**config.mk**
```make
export PLATFORM = sky130hd
export DESIGN_NAME = elias_delta_encoder
export DESIGN_NICKNAME = d
export VERILOG_FILES = /design/src/rtl/core/ede_pkg.sv /design/src/rtl/core/ede_front.sv /design/src/rtl/core/ede_queue.sv /design/src/rtl/core/ede_back.sv /design/src/rtl/core/elias_delta_encoder.sv
export SDC_FILE = /design/constraint.sdc
export NUM_CORES = 1
export LEC_CHECK = 0
export ABC_CLOCK_PERIOD_IN_PS = 4100
export BUFFER_PORTS_ARGS = -buffer_cell sky130_fd_sc_hd__clkbuf_2
export CAP_MARGIN = 15
export CORE_UTILIZATION = 45
export DETAILED_ROUTE_END_ITERATION = 16
export HOLD_SLACK_MARGIN = 0.02
export PLACE_DENSITY = 0.72
export SLEW_MARGIN = 15
export SYNTH_ARGS = -nofsm -noshare
export SYNTH_HDL_FRONTEND = slang
export SYNTH_HIERARCHICAL = 1
export SYNTH_SLANG_ARGS = --single-unit
```
**constraint.sdc**
```tcl
create_clock -name i_clk -period 4.1 [get_ports i_clk]
set_input_delay 0 -clock i_clk [delete_from_list [all_inputs] [get_ports i_clk]]
set_output_delay 0 -clock i_clk [all_outputs]
set_load 0.05 [all_outputs]
```
**src/rtl/core/ede_pkg.sv**
```systemverilog
// Shared constants and the queue entry type of the Elias delta encoder.
// No dependencies; every other file of the block imports this package.
package ede_pkg;

    // Width of the coded value; the offset sum wraps at this width
    localparam int VALUE_WIDTH = 32;
    localparam int IN_W        = 32;
    localparam int OFFSET_W    = 32;
    localparam int BYTE_W      = 8;

    // floor(log2 v) and floor(log2(N+1)) widths
    localparam int NW   = $clog2(VALUE_WIDTH);
    localparam int L_W  = $clog2(NW + 1);
    localparam int LMAX = $clog2(VALUE_WIDTH + 1) - 1;

    // Right-aligned code word without its leading zeros: (N+1) << N | low bits
    localparam int CODE_W  = VALUE_WIDTH + NW;
    localparam int MAX_LEN = 2 * LMAX + VALUE_WIDTH;
    localparam int LEN_W   = $clog2(MAX_LEN + 1);

    // Left-aligned bit accumulator: pending bits plus one whole code word
    localparam int ACC_W = MAX_LEN + BYTE_W - 1;
    localparam int CNT_W = $clog2(ACC_W + 1);

    localparam int QUEUE_DEPTH = 4;
    localparam int QPTR_W      = $clog2(QUEUE_DEPTH);

    typedef struct packed {
        logic [CODE_W-1:0] code;
        logic [LEN_W-1:0]  len;
        logic              err;
        logic              last;
    } t_item;

endpackage

```
**src/rtl/core/ede_front.sv**
```systemverilog
// Front end: offset register, input stage and code word classification.
// Depends on ede_pkg; feeds classified items into ede_queue.
module ede_front import ede_pkg::*; (
    input  logic                i_clk,
    input  logic                i_rst_n,
    input  logic                i_in_valid,
    output logic                o_in_ready,
    input  logic [IN_W-1:0]     i_value,
    input  logic                i_last,
    input  logic                i_cfg_valid,
    input  logic [OFFSET_W-1:0] i_cfg_value_offset,
    input  logic                i_q_full,
    output logic                o_q_push,
    output t_item               o_q_item
);

    function automatic logic [NW-1:0] flog2_v(input logic [VALUE_WIDTH-1:0] v);
        logic [NW-1:0] r;
        r = '0;
        for (int i = 1; i < VALUE_WIDTH; i++) begin
            if (v[i]) begin
                r = NW'(i);
            end
        end
        return r;
    endfunction

    function automatic logic [L_W-1:0] flog2_n(input logic [NW:0] x);
        logic [L_W-1:0] r;
        r = '0;
        for (int i = 1; i <= NW; i++) begin
            if (x[i]) begin
                r = L_W'(i);
            end
        end
        return r;
    endfunction

    logic [OFFSET_W-1:0]    r_offset;
    logic                   r_s_valid;
    logic [VALUE_WIDTH-1:0] r_s_v;
    logic                   r_s_last;

    logic [VALUE_WIDTH-1:0] in_v;
    logic [VALUE_WIDTH-1:0] off_v;
    logic [NW-1:0]          nb;
    logic [NW:0]            nb1;
    logic [L_W-1:0]         lb;
    logic [VALUE_WIDTH-1:0] low;

    assign o_in_ready = !r_s_valid || !i_q_full;
    assign in_v       = VALUE_WIDTH'(i_value);
    assign off_v      = VALUE_WIDTH'($signed(r_offset));

    always_ff @(posedge i_clk) begin
        if (!i_rst_n) begin
            r_offset  <= '0;
            r_s_valid <= 1'b0;
        end else begin
            if (i_cfg_valid) begin
                r_offset <= i_cfg_value_offset;
            end
            if (o_in_ready) begin
                r_s_valid <= i_in_valid;
            end
        end
    end

    // Add the offset on accept, wrap at the value width
    always_ff @(posedge i_clk) begin
        if (o_in_ready && i_in_valid) begin
            r_s_v    <= in_v + off_v;
            r_s_last <= i_last;
        end
    end

    always_comb begin
        nb  = flog2_v(r_s_v);
        nb1 = {1'b0, nb} + (NW+1)'(1);
        lb  = flog2_n(nb1);
        // drop the implied leading one
        low = r_s_v ^ (VALUE_WIDTH'(1) << nb);

        o_q_push      = r_s_valid && !i_q_full;
        o_q_item.last = r_s_last;
        o_q_item.err  = (r_s_v == '0);
        if (o_q_item.err) begin
            o_q_item.code = '0;
            o_q_item.len  = '0;
        end else begin
            o_q_item.code = (CODE_W'(nb1) << nb) | CODE_W'(low);
            o_q_item.len  = LEN_W'({lb, 1'b0}) + LEN_W'(nb) + LEN_W'(1);
        end
    end

endmodule

```
**src/rtl/core/ede_queue.sv**
```systemverilog
// Short queue of classified code words between front and back end.
// Depends on ede_pkg for the entry type and depth.
module ede_queue import ede_pkg::*; (
    input  logic  i_clk,
    input  logic  i_rst_n,
    input  logic  i_push,
    input  t_item i_item,
    output logic  o_full,
    input  logic  i_pop,
    output logic  o_valid,
    output t_item o_item
);

    t_item             r_mem [QUEUE_DEPTH];
    logic [QPTR_W-1:0] r_wptr;
    logic [QPTR_W-1:0] r_rptr;
    logic [QPTR_W:0]   r_count;

    assign o_full  = (r_count == (QPTR_W+1)'(QUEUE_DEPTH));
    assign o_valid = (r_count != '0);
    assign o_item  = r_mem[r_rptr];

    always_ff @(posedge i_clk) begin
        if (!i_rst_n) begin
            r_wptr  <= '0;
            r_rptr  <= '0;
            r_count <= '0;
        end else begin
            if (i_push) begin
                r_wptr <= r_wptr + QPTR_W'(1);
            end
            if (i_pop) begin
                r_rptr <= r_rptr + QPTR_W'(1);
            end
            if (i_push && !i_pop) begin
                r_count <= r_count + (QPTR_W+1)'(1);
            end else if (i_pop && !i_push) begin
                r_count <= r_count - (QPTR_W+1)'(1);
            end
        end
    end

    always_ff @(posedge i_clk) begin
        if (i_push) begin
            r_mem[r_wptr] <= i_item;
        end
    end

endmodule

```
**src/rtl/core/ede_back.sv**
```systemverilog
// Back end: bit accumulator that packs code words into bytes, one per cycle
// unless stalled; also end-of-stream flush, output register. Uses ede_pkg.
module ede_back import ede_pkg::*; (
    input  logic              i_clk,
    input  logic              i_rst_n,
    input  logic              i_q_valid,
    input  t_item             i_q_item,
    output logic              o_q_pop,
    output logic              o_out_valid,
    input  logic              i_out_ready,
    output logic [BYTE_W-1:0] o_out_byte,
    output logic              o_run_end,
    output logic              o_stream_end,
    output logic              o_error
);

    // pending bits stay left-aligned in r_acc between items
    logic [ACC_W-1:0]  r_acc, n_acc;
    logic [CNT_W-1:0]  r_cnt, n_cnt;
    logic              r_busy, n_busy;
    logic              r_err, n_err;
    logic              r_last, n_last;

    logic              r_ov;
    logic [BYTE_W-1:0] r_ob;
    logic              r_ore, r_ose, r_oer;

    logic              out_free, load, act;
    logic [CNT_W-1:0]  amt, cur_cnt, rem;
    logic [ACC_W-1:0]  cur_acc;
    logic              cur_err, cur_last;
    logic              emit, more;
    logic [BYTE_W-1:0] e_byte;
    logic              e_err;

    always_comb begin
        out_free = !r_ov || i_out_ready;
        load     = !r_busy && i_q_valid;
        act      = out_free && (r_busy || i_q_valid);
        o_q_pop  = load && out_free;

        amt      = CNT_W'(ACC_W) - r_cnt - CNT_W'(i_q_item.len);
        cur_acc  = load ? (r_acc | (ACC_W'(i_q_item.code) << amt)) : r_acc;
        cur_cnt  = load ? (r_cnt + CNT_W'(i_q_item.len)) : r_cnt;
        cur_err  = load ? i_q_item.err : r_err;
        cur_last = load ? i_q_item.last : r_last;
        rem      = cur_cnt - CNT_W'(BYTE_W);

        n_acc  = r_acc;
        n_cnt  = r_cnt;
        n_busy = r_busy;
        n_err  = r_err;
        n_last = r_last;
        emit   = 1'b0;
        more   = 1'b0;
        e_byte = '0;
        e_err  = 1'b0;

        if (act) begin
            n_last = cur_last;
            n_err  = 1'b0;
            if (cur_err) begin
                emit  = 1'b1;
                e_err = 1'b1;
                more  = cur_last && (cur_cnt != '0);
                n_acc = cur_acc;
                n_cnt = cur_cnt;
            end else if (cur_cnt >= CNT_W'(BYTE_W)) begin
                emit   = 1'b1;
                e_byte = cur_acc[ACC_W-1 -: BYTE_W];
                more   = (rem >= CNT_W'(BYTE_W)) || (cur_last && (rem != '0));
                n_acc  = cur_acc << BYTE_W;
                n_cnt  = rem;
            end else if (cur_last && (cur_cnt != '0)) begin
                // flush the partial byte, low bits are already zero
                emit   = 1'b1;
                e_byte = cur_acc[ACC_W-1 -: BYTE_W];
                n_acc  = '0;
                n_cnt  = '0;
            end else begin
                // item only adds pending bits
                n_acc = cur_acc;
                n_cnt = cur_cnt;
            end
            n_busy = more;
        end
    end

    always_ff @(posedge i_clk) begin
        if (!i_rst_n) begin
            r_acc  <= '0;
            r_cnt  <= '0;
            r_busy <= 1'b0;
            r_err  <= 1'b0;
            r_last <= 1'b0;
            r_ov   <= 1'b0;
        end else begin
            r_acc  <= n_acc;
            r_cnt  <= n_cnt;
            r_busy <= n_busy;
            r_err  <= n_err;
            r_last <= n_last;
            if (out_free) begin
                r_ov <= emit;
            end
        end
    end

    always_ff @(posedge i_clk) begin
        if (out_free && emit) begin
            r_ob  <= e_byte;
            r_oer <= e_err;
            r_ore <= !more;
            r_ose <= !more && cur_last;
        end
    end

    assign o_out_valid  = r_ov;
    assign o_out_byte   = r_ob;
    assign o_run_end    = r_ore;
    assign o_stream_end = r_ose;
    assign o_error      = r_oer;

endmodule

```
**src/rtl/core/elias_delta_encoder.sv**
```systemverilog
// Elias delta encoder. Each accepted value gets the signed offset added (wrapping at
// 32 bits) and is coded as L zeros, N+1 in L+1 bits and the low N bits of the value,
// packed MSB-first into bytes. An item passes the input register and the queue
// before it reaches the packer; the packer then sends one result byte per cycle
// while the output is not stalled: zero to six code bytes, or one error byte for
// a zero result, plus one byte for the end-of-stream flush. A four-entry queue
// lets the input keep taking items while the packer drains bytes. Write the
// offset only while the block is idle.
module elias_delta_encoder import ede_pkg::*; (
    input  logic                i_clk,
    input  logic                i_rst_n,
    input  logic                i_in_valid,
    output logic                o_in_ready,
    input  logic [IN_W-1:0]     i_value,
    input  logic                i_last,
    output logic                o_out_valid,
    input  logic                i_out_ready,
    output logic [BYTE_W-1:0]   o_out_byte,
    output logic                o_run_end,
    output logic                o_stream_end,
    output logic                o_error,
    input  logic                i_cfg_valid,
    output logic                o_cfg_ready,
    input  logic [OFFSET_W-1:0] i_cfg_value_offset
);

    logic  q_full, q_push, q_pop, q_valid;
    t_item q_in_item, q_out_item;

    assign o_cfg_ready = 1'b1;

    ede_front u_front (
        .i_clk              (i_clk),
        .i_rst_n            (i_rst_n),
        .i_in_valid         (i_in_valid),
        .o_in_ready         (o_in_ready),
        .i_value            (i_value),
        .i_last             (i_last),
        .i_cfg_valid        (i_cfg_valid),
        .i_cfg_value_offset (i_cfg_value_offset),
        .i_q_full           (q_full),
        .o_q_push           (q_push),
        .o_q_item           (q_in_item)
    );

    ede_queue u_queue (
        .i_clk   (i_clk),
        .i_rst_n (i_rst_n),
        .i_push  (q_push),
        .i_item  (q_in_item),
        .o_full  (q_full),
        .i_pop   (q_pop),
        .o_valid (q_valid),
        .o_item  (q_out_item)
    );

    ede_back u_back (
        .i_clk        (i_clk),
        .i_rst_n      (i_rst_n),
        .i_q_valid    (q_valid),
        .i_q_item     (q_out_item),
        .o_q_pop      (q_pop),
        .o_out_valid  (o_out_valid),
        .i_out_ready  (i_out_ready),
        .o_out_byte   (o_out_byte),
        .o_run_end    (o_run_end),
        .o_stream_end (o_stream_end),
        .o_error      (o_error)
    );

endmodule
```
==> results.py <==
metrics = {
    "min_path": {
        "min_path_type": "in2reg",
        "hold_end": "u_front/r_s_v[4]",
        "min_from": "i_value[4]",
        "hold_depth": 4,
    },
    "finish": {
        "drive_gt1_frac": 0.222,
        "syn2layout_area_growth_pct": 20.1,
        "fin_nets": 2026,
        "antenna_cells": 0,
        "final_cell_area_um2": 22600,
    },
    "grt": {
        "overflow": 0,
        "grtUsageTotal": 0.252,
        "grt_max_degree": 47,
        "antenna_found_initial": 0,
        "grt_pass1_vias": 14900,
        "grt_first_pass_wirelength_mm": 82.9,
    },
    "yosys": {
        "yosysUniqueCellTypes": 104,
        "synth_nets": 1798,
        "synth_area_leaders": "edfxtp_1 (36%), dfxtp_1 (11%), mux4_2 (8.3%), ha_1 (3.9%), mux2i_1 (3.7%)",
        "synth_edf_count": 224,
        "netlist.top_cell.by_area": "edfxtp_1",
        "yosysTopAreaCellShare": 0.358,
        "yosys-top-cells-count": "edfxtp_1 (224), nor2_1 (146), a21oi_1 (118)",
        "syn_inst": 1664,
        "synth.most_common_cell": "edfxtp_1",
        "syn_area_per_cell_um2": 11.3,
        "async_flop_share": 0,
        "ys_warn_count": 6,
        "synth_area_um2": 18800,
        "ys_seq_area_frac": 0.464,
        "ys_ff_latch": 324,
        "synth_ff_type": "edfxtp_1",
    },
    "detailed_routing": {
        "antenna_left": 0,
        "post_drt_wl_per_cell_um": 21.4,
        "wl_mm": 52.5,
        "drt_iter0_markers": 1232,
        "first_pass_iters": 13,
        "vias": 14600,
        "via_per_inst": 5.97,
        "drcViolationCount": 3,
    },
    "placed_design": {
        "gp_congestion": 0.948,
        "placed_area_um2": 20300,
        "place_hpwl_mm": 37.3,
        "io_buffers": 82,
    },
    "critical_path": {
        "path_class": "reg2reg",
        "crit_buf_inv": 1,
        "cp_slowest_cell": "or4_1",
        "critical-path-max-stage-delay_ns": 0.57,
        "ff2ff_path_depth": 15,
        "r2r_slack_ns": 0.17,
        "reg2reg_from": "u_front/r_s_v[17]",
        "crit_required_ns": 4.40,
        "path_cells": "or4_1 -> o311ai_2 -> a211oi_2 -> or2_1 -> ha_1 -> a21oi_1 -> a41oi_2 -> a31oi_1 -> o21a_1 -> fa_1 -> inv_1 -> a21o_1 -> a21oi_1 -> xnor2_1 -> nor2_2",
        "path_depth": 15,
        "regToRegEndpoint": "u_queue/r_mem[2][6]",
        "arrival_ns": 4.23,
        "start_kind": "flip-flop",
        "path_common_cell": "a21oi_1",
        "path_max_fanout": 4,
        "path_delay_family": "compound AO/OA/AOI/OAI gates",
        "crit_path_end_kind": "flip-flop",
    },
    "timing": {
        "period_minus_slack_ns": 3.93,
        "slew_violations": 0,
        "setup-violations-final": 0,
        "fmax_mhz": 254,
        "hold_viol": 0,
        "clock_skew_ns": 0.0278,
        "worst_pin_slew_ns": 1.05,
        "period_share": 0.959,
        "relSlewSlack": 0.301,
        "rsz0062_at_grt": "true",
    },
    "clock_network": {
        "cts_tree": "yes",
        "cts_root_buffer": "clkbuf_16",
        "clk_pin_slew_ns": 0.06,
        "clock-sinks": 324,
        "cts_max_level": 2,
        "clkLatencyLatePin_ns": 0.58,
        "cts_made_buffers": 38,
        "clock_path_buffers": 3,
    },
    "floorplan": {
        "rows": 74,
        "die_x_um": 206,
        "dieArea_um2": 42600,
        "fp.dieH_um": 206,
        "ios": 84,
        "start_util": 0.459,
        "coreArea_um2": 41000,
    },
    "run_status": {
        "violations": "design-rule violations",
        "outcome": "finished with violations",
    },
    "run": {
        "maxCapViolCount": 0,
    },
}
==> flip-flops by register name (all words and copies together), names as in the netlist, named ones only <==
| name | count |
|---|---|
| u_queue/r_mem | 180 |
| u_back/r_acc | 49 |
| u_front/off_v | 32 |
| u_front/r_s_v | 32 |
| u_back/o_out_byte | 8 |
| u_back/r_cnt | 6 |
| u_queue/r_count | 3 |
| u_queue/r_rptr | 2 |
| u_queue/r_wptr | 2 |
| u_back/o_error | 1 |
| u_back/o_out_valid | 1 |
| u_back/o_run_end | 1 |
| u_back/o_stream_end | 1 |
| u_back/r_busy | 1 |
| u_back/r_last | 1 |
| u_front/r_s_last | 1 |
| u_front/r_s_valid | 1 |
==> cells by family (layout without fill, tap and decap cells) <==
group           count (synthesis)  in the layout  synth area share
mux                           159            159             0.137
other cells                     1              1          0.000199
flops                         324            324             0.464
compound gates                473            473             0.172
buf+inv                       143            400            0.0404
xor+xnor                       46             46            0.0237
simple gates                  454            454             0.118
fa+ha+maj                      64             64            0.0450
==> worst reg2reg max path, stage by stage, from the launching register on <==
cell and delay, ns:
edfxtp_1 0.38, or4_1 0.57, o311ai_2 0.30, a211oi_2 0.11, or2_1 0.29, ha_1 0.24, a21oi_1 0.23, a41oi_2 0.09
a31oi_1 0.29, o21a_1 0.21, fa_1 0.24, inv_1 0.07, a21o_1 0.18, a21oi_1 0.16, xnor2_1 0.17, nor2_2 0.11
==> through the flow <==
stage	setup slack, ns	utilization	std cells	TNS (ns)	hold WS [ns]
floorplan	0.0197	-	1664	0	0.0989
global placement	-0.0576	0.495	2306	-0.0576	0.196
detailed placement	-0.148	0.495	2306	-0.281	0.196
CTS	0.00536	0.547	2450	0	0.0696
global route	-0.00449	0.551	2453	-0.00599	0.0996
finish	0.168	0.551	2453	0	0.0979
==> area by class of cell <==
class                           count  area, um^2
Multi-Input combinational cell   1197        9470
Timing Repair Buffer              283        2190
Fill cell                        3443       18400
Inverter                           48         189
Sequential cell                   324        8730
Clock buffer                       45         977
Tap cell                          532         666
Clock inverter                     24         372
==> what timing repair did <==
item,CTS,global route
resized for setup,5,25
cloned,0,1
endpoints found under the setup margin,7,66
endpoints found under the hold margin,68,0
hold buffers,75,0
pin swaps,0,3
setup buffers,0,2
==> worst max-delay path by stage <==
stage / from / to
after floorplan: flip-flop / u_back/o_out_byte[0]
after global placement: flip-flop / u_back/r_acc[14]
after detailed placement: flip-flop / u_back/r_acc[14]
after CTS: flip-flop / u_back/r_acc[45]
after global routing: u_front/r_s_v[17] / u_queue/r_mem[2][6]
final: u_front/r_s_v[17] / u_queue/r_mem[2][6]
==> cells in the final DEF, fill, tap and decap left out, drive strengths merged, types with 27 or more instances in the layout <==
master / instances
a211oi: 28
a21oi: 122
buf: 125
clkbuf: 128
dfxtp: 100
dlygate4sd3: 75
edfxtp: 224
ha: 58
inv: 48
mux2i: 70
mux4: 74
nand2: 105
nand3: 27
nor2: 147
nor2b: 48
nor3: 34
o21ai: 101
xnor2: 30
==> per-layer routing <==
layer,track usage,up-vias,share of wire
li1,-,6842,-
met1,0.304,7193,0.41
met2,0.437,474,0.50
met3,0.0432,125,0.056
met4,0.114,0,0.041
met5,0,-,0
Power is left out: the tool's default activity adds up to more than one toggle a clock period on the data nets, which glitch-free logic cannot reach.
